## config.mk

```make
export PLATFORM = sky130hd
export DESIGN_NAME = t2k_sqrt
export DESIGN_NICKNAME = d
export VERILOG_FILES = /design/src/rtl/t2k_pkg.sv /design/src/rtl/t2k_sqrt.sv
export SDC_FILE = /design/constraint.sdc
export NUM_CORES = 2
export LEC_CHECK = 0
export BUFFER_PORTS_ARGS = -buffer_cell sky130_fd_sc_hd__buf_2
export CORE_MARGIN = 2
export CORE_UTILIZATION = 56
export DETAILED_ROUTE_END_ITERATION = 8
export GPL_TIMING_DRIVEN = 0
export PLACE_DENSITY = 0.75
export SLEW_MARGIN = 20
export SYNTH_ARGS = -nofsm -noshare
export SYNTH_HDL_FRONTEND = slang
export SYNTH_MEMORY_MAX_BITS = 65536
export SYNTH_SLANG_ARGS = --single-unit
```

## constraint.sdc

```tcl
create_clock -name i_clk -period 4.22 [get_ports i_clk]
set_input_delay 1.266 -clock i_clk [delete_from_list [all_inputs] [get_ports i_clk]]
set_output_delay 1.266 -clock i_clk [all_outputs]
set_load 0.02 [all_outputs]
```

## src/rtl/t2k_pkg.sv

```systemverilog
// ----------------------------------------------------------------------------
// Truss element kernel package
// Word types for both channels, pipeline depths, datapath widths and the
// signed saturation helper shared by the kernel modules.
// ----------------------------------------------------------------------------
package t2k_pkg;

    typedef struct packed {
        logic signed [31:0] x_first;
        logic signed [31:0] y_first;
        logic signed [31:0] x_second;
        logic signed [31:0] y_second;
        logic signed [31:0] disp_dx;
        logic signed [31:0] disp_dy;
        logic signed [31:0] modulus;
        logic [30:0]        area;
        logic [30:0]        density;
    } t_in_word;

    typedef struct packed {
        logic signed [31:0] stiff_cc;
        logic signed [31:0] stiff_cs;
        logic signed [31:0] stiff_ss;
        logic signed [31:0] mass_diag;
        logic signed [31:0] mass_off;
        logic [30:0]        length;
        logic signed [31:0] axial_strain;
        logic               zero_length;
    } t_out_word;

    // Square root: 65-bit radicand padded to an even width, one root bit per stage.
    localparam int ROOT_W      = 33;
    localparam int RAD_W       = 2 * ROOT_W;
    localparam int SQRT_STAGES = ROOT_W;

    // Divider: 63-bit dividend, length as divisor, one quotient bit per stage.
    localparam int DEN_W      = ROOT_W;
    localparam int NUM_W      = 63;
    localparam int DIV_STAGES = NUM_W;

    // floor(q / 3) == (q * RECIP3) >> RECIP3_SHIFT for every q below 2^35.
    localparam logic [33:0] RECIP3       = 34'h2_AAAA_AAAB;
    localparam int          RECIP3_SHIFT = 35;

    localparam logic [31:0] SMAX = 32'h7FFF_FFFF;
    localparam logic [31:0] NMAX = 32'h8000_0000;

    // Apply a sign to a magnitude and saturate to the signed 32-bit range.
    function automatic logic [31:0] pack_signed(input logic neg, input logic [63:0] mag);
        logic [31:0] lim;
        begin
            if (neg) begin
                lim = (mag > 64'(NMAX)) ? NMAX : mag[31:0];
                return 32'(-lim);
            end
            return (mag > 64'(SMAX)) ? SMAX : mag[31:0];
        end
    endfunction

endpackage

```

## src/rtl/t2k_sqrt.sv

```systemverilog
// ----------------------------------------------------------------------------
// Pipelined integer square root
// Digit-by-digit restoring square root, one result bit per register stage.
// ----------------------------------------------------------------------------
module t2k_sqrt (
    input  logic                         i_clk,
    input  logic                         i_en,
    input  logic [t2k_pkg::RAD_W-1:0]    i_rad,
    output logic [t2k_pkg::ROOT_W-1:0]   o_root
);

    localparam int N  = t2k_pkg::SQRT_STAGES;
    localparam int RW = t2k_pkg::ROOT_W;
    localparam int DW = t2k_pkg::RAD_W;

    logic [RW-1:0] r_root [1:N];
    logic [RW-1:0] r_rem  [1:N];
    logic [DW-1:0] r_rad  [1:N];

    logic [RW-1:0] s_root [0:N-1];
    logic [RW-1:0] s_rem  [0:N-1];
    logic [DW-1:0] s_rad  [0:N-1];

    logic [RW-1:0] n_root [1:N];
    logic [RW-1:0] n_rem  [1:N];
    logic [DW-1:0] n_rad  [1:N];

    always_comb begin
        s_root[0] = '0;
        s_rem[0]  = '0;
        s_rad[0]  = i_rad;
        for (int k = 1; k < N; k++) begin
            s_root[k] = r_root[k];
            s_rem[k]  = r_rem[k];
            s_rad[k]  = r_rad[k];
        end
    end

    // Each stage brings down two radicand bits and tries the next root bit.
    always_comb begin
        logic [RW+1:0] rt;
        logic [RW+1:0] trial;
        logic [RW+1:0] diff;
        for (int k = 0; k < N; k++) begin
            rt    = {s_rem[k], s_rad[k][DW-1 -: 2]};
            trial = {s_root[k], 2'b01};
            diff  = rt - trial;
            if (rt >= trial) begin
                n_rem[k+1]  = diff[RW-1:0];
                n_root[k+1] = {s_root[k][RW-2:0], 1'b1};
            end else begin
                n_rem[k+1]  = rt[RW-1:0];
                n_root[k+1] = {s_root[k][RW-2:0], 1'b0};
            end
            n_rad[k+1] = {s_rad[k][DW-3:0], 2'b00};
        end
    end

    always_ff @(posedge i_clk) begin
        if (i_en) begin
            for (int k = 1; k <= N; k++) begin
                r_root[k] <= n_root[k];
                r_rem[k]  <= n_rem[k];
                r_rad[k]  <= n_rad[k];
            end
        end
    end

    assign o_root = r_root[N];

endmodule

```

==> results.sh <==
export IMPL_status="finished clean"
export IMPL_max_slew_margin_rel_pct=28.9
export IMPL_area_sequential_um2=78800
export IMPL_detailedPlace_worstSlack_ns=-1.68
export IMPL_final_hold_viol_count=0
export IMPL_ys_seq_area_share_pct=64.0
export IMPL_floorplan_rows=172
export IMPL_floorplan_die_width_um=473
export IMPL_ys_ff_latch=2625
export IMPL_synth_cells=9571
export IMPL_regToRegEndpoint="r_rem[0][961]$_DFFE_PP_"
export IMPL_grt_max_degree=155
export IMPL_final_min_clock_period_ns=4.14
export IMPL_arrival_ns=4.79
export IMPL_area_delta_synth_final_pct=11.5
export IMPL_cap_violations=0
export IMPL_power_leakage_uw=0.0526
export IMPL_final_max_slew_viol_count=0
export IMPL_cts_inserted_buffers=290
export IMPL_power_switching_uw=21900
export IMPL_antenna_found_initial=4
export IMPL_critical_path_class="register to register"
export IMPL_worst_skew_pair_late_latency_ns=0.92
export IMPL_timing_worst_slew_pin_value_ns=1.05
export IMPL_route_detailed_wl_per_inst_um=19.9
export IMPL_drt_antenna_violating_nets=0
export IMPL_syn_area_um2=123000
export IMPL_number_of_global_route_vias_before_repair=73570
export IMPL_setup_worst_path_start_class="register"
export IMPL_fin_ws_ns=0.0782
export IMPL_r2r_cells=11
export IMPL_synth_top_cells_by_area="sky130_fd_sc_hd__edfxtp_1 64%, sky130_fd_sc_hd__ha_1 6.0%, sky130_fd_sc_hd__xnor2_1 3.0%, sky130_fd_sc_hd__xor2_1 2.7%, sky130_fd_sc_hd__inv_1 2.3%"
export IMPL_grt_first_pass_wirelength_um=404000
export IMPL_timing_critical_path_required_ns=4.87
export IMPL_power_density_cell_area_nw_per_um2=556
export IMPL_fp_dieArea_um2=224000
export IMPL_detail_route_first_pass_iterations=7
export IMPL_drc=0
export IMPL_yosys_area_top_type_share_pct=64.0
export IMPL_cts_sinks=2625
export IMPL_dp_hpwl_um=189000
export IMPL_timing_hold_worst_start="r_rad[0][805]$_DFFE_PP_"
export IMPL_multi_input_area_um2=40800
export IMPL_initial_utilization_pct=56.2
export IMPL_hold_depth=0
export IMPL_timing_critical_path_fanout_max=10
export IMPL_async_flop_share_pct=0
export IMPL_first_iter_violations=7277
export IMPL_core_area_um2=219000
export IMPL_timing_final_setup_violations=0
export IMPL_portBuffers=100
export IMPL_yosys_most_used_dff="sky130_fd_sc_hd__edfxtp_1"
export IMPL_deepest_clock_path_buffer_count=4
export IMPL_vdd_ir_drop_max_mv=0.410
export IMPL_finalCritPeriodShare_pct=98.1
export IMPL_viasPerCell=5.82
export IMPL_share_of_power_burned_in_registers_pct=46.1
export IMPL_number_of_placed_i_o_pins=101
export IMPL_post_synth_cell_area_avg_um2=12.9
export IMPL_hold_path_class="register to register"
export IMPL_die_height_um=473
export IMPL_htree_num_levels=5
export IMPL_setup_reg_to_reg_worst_slack_ns=0.08
export IMPL_power_frac_comb_pct=22.0
export IMPL_switching_share_pct=28.7
export IMPL_root_buffer="sky130_fd_sc_hd__clkbuf_16"
export IMPL_tritoncts="done"
export IMPL_share_of_post_route_cells_with_drive_strength_above_1_pct=7.52
export IMPL_clock_fmax_mhz=241
export IMPL_synth_top_area_cell="sky130_fd_sc_hd__edfxtp_1"
export IMPL_design_final_nets=10652
export IMPL_final_core_utilization_pct=62.6
export IMPL_totalWireLength_um=260000
export IMPL_grt_overflow_total=0
export IMPL_yosys_warnings=0
export IMPL_share_clk_of_total_power_pct=31.9
export IMPL_globalplace_congestion=0.965
export IMPL_grt_util_all_layers_pct=22.8
export IMPL_synth_edff_count=2625
export IMPL_syn_num_nets=10234
export IMPL_cts_hold_bufs=0
export IMPL_worst_setup_path_end_kind="register"
export IMPL_rsz0062_at_grt="false"
export IMPL_worst_r2r_startpoint="r_rem[0][946]$_DFFE_PP_"
export IMPL_clkSlewWorstSetupHoldPaths_ns=0.07
export IMPL_internal_power_uw=54300
export IMPL_synth_distinct_cells=105
export IMPL_clock_skew_final_ns=0.0711
export IMPL_num_vias=76060
export IMPL_fillerInstances=16518
export IMPL_endpoint_of_the_worst_hold_timing_path="r_rad[0][871]$_DFFE_PP_"
==> registers in the layout (all words and copies together) (netlist names) <==
signal,cells
r_rad,1056
r_root,561
r_rem,1008
==> layout by cell type, fill, tap and decap left out, drive strengths merged, types with 247 or more instances in the layout <==
master     n
a21o     275
a21oi    542
clkbuf   518
edfxtp  2625
ha       595
inv      764
nand2    667
nor2     573
nor3     247
o21ai    566
xnor2    417
xor2     385
==> worst max-delay path by stage <==
stage,start,end,slack [ns]
floorplan,r_rem[0][734]$_DFFE_PP_,r_rem[0][790]$_DFFE_PP_,0.87
global placement,i_en,r_root[0][1092]$_DFFE_PP_,-38.26
detailed placement,i_en,r_rad[0][1917]$_DFFE_PP_,-1.68
CTS,r_rem[0][858]$_DFFE_PP_,r_rem[0][914]$_DFFE_PP_,0.008
global route,r_rem[0][645]$_DFFE_PP_,r_rem[0][680]$_DFFE_PP_,0.005
finish,r_rem[0][946]$_DFFE_PP_,r_rem[0][961]$_DFFE_PP_,0.08
==> final cells by class <==
type	count	area share (%)
tap	2871	2.62
antenna	1	0.00182
inverter	759	2.08
timing repair buffer	127	0.881
clock inverter	154	1.13
sequential	2625	57.5
clock buffer	346	5.52
multi-input combinational	5989	29.7
buffer	197	0.601
==> what timing repair did <==
action / 4_1_cts / 5_1_grt
buffers inserted: 2 / 0
cloned: 4 / 1
pin swaps: 0 / 1
gates resized for setup: 22 / 51
endpoints found under the setup margin: 340 / 301
==> power by group through the flow <==
stage | clock, uW | combinational (uW) | sequential, uW
final | 24300 | 16700 | 35100
after global routing | 25900 | 18600 | 35500
after CTS | 25000 | 16500 | 35100
after detailed placement | 0 | 16300 | 35700
after global placement | 0 | 16000 | 37700
after floorplan | 0 | 12000 | 34700
==> cell usage after synthesis, drive strengths merged (47+ instances only) <==
master     n
xor2     385
nor4     108
a31oi     66
clkbuf   172
a21o     275
or4       69
o21ai    566
nor2b     75
or2       52
nand2b   117
nand4     92
and3      50
nor2     573
o21a     124
nand2    667
a211oi    47
nor3     247
inv      756
nand3    155
edfxtp  2625
or3      111
ha       595
xnor2    417
a21oi    542
mux2      84
o31ai     65
==> worst max-delay path: stages, from the launching register on <==
cell and delay [ns]:
sky130_fd_sc_hd__edfxtp_1 0.42, sky130_fd_sc_hd__ha_1 0.29, sky130_fd_sc_hd__clkbuf_1 0.30, sky130_fd_sc_hd__and4_1 0.28, sky130_fd_sc_hd__nand3_1 0.16, sky130_fd_sc_hd__nor3_1 0.60, sky130_fd_sc_hd__nand4_1 0.44, sky130_fd_sc_hd__nand3_1 0.26
sky130_fd_sc_hd__nor3_2 0.11, sky130_fd_sc_hd__clkbuf_2 0.28, sky130_fd_sc_hd__inv_1 0.38, sky130_fd_sc_hd__mux2_2 0.39
==> kinds of logic after synthesis <==
group | count (synthesis) | synth area share (%)
other | 1 | 0.00305
AOI/OAI and AO/OA | 2028 | 10.4
buffers and inverters | 957 | 2.96
and+or+nand+nor | 2464 | 9.98
muxes | 99 | 0.903
xor gates and xnor gates | 802 | 5.71
DFF | 2625 | 64.0
adders and majority gates | 595 | 6.05
==> layer usage <==
metal	part of all wire [%]	track usage, %
met1	45	32.4
met2	46	35.9
met3	5.8	3.54
met4	3.7	8.28
met5	0	0
==> per-stage QoR <==
stage	cell area [um2]	std cells	hold slack, ns	setup TNS (ns)	power, uW
final	137000	13069	0.388	0	76200
after global routing	137000	13069	0.407	0	80000
after CTS	137000	13067	0.394	0	76700
after detailed placement	128000	12562	0.405	-593.69	52000
after global placement	127000	12542	0.400	-	53600
after floorplan	123000	9571	0.400	0	46700
(Power assumes the default switching activity.)
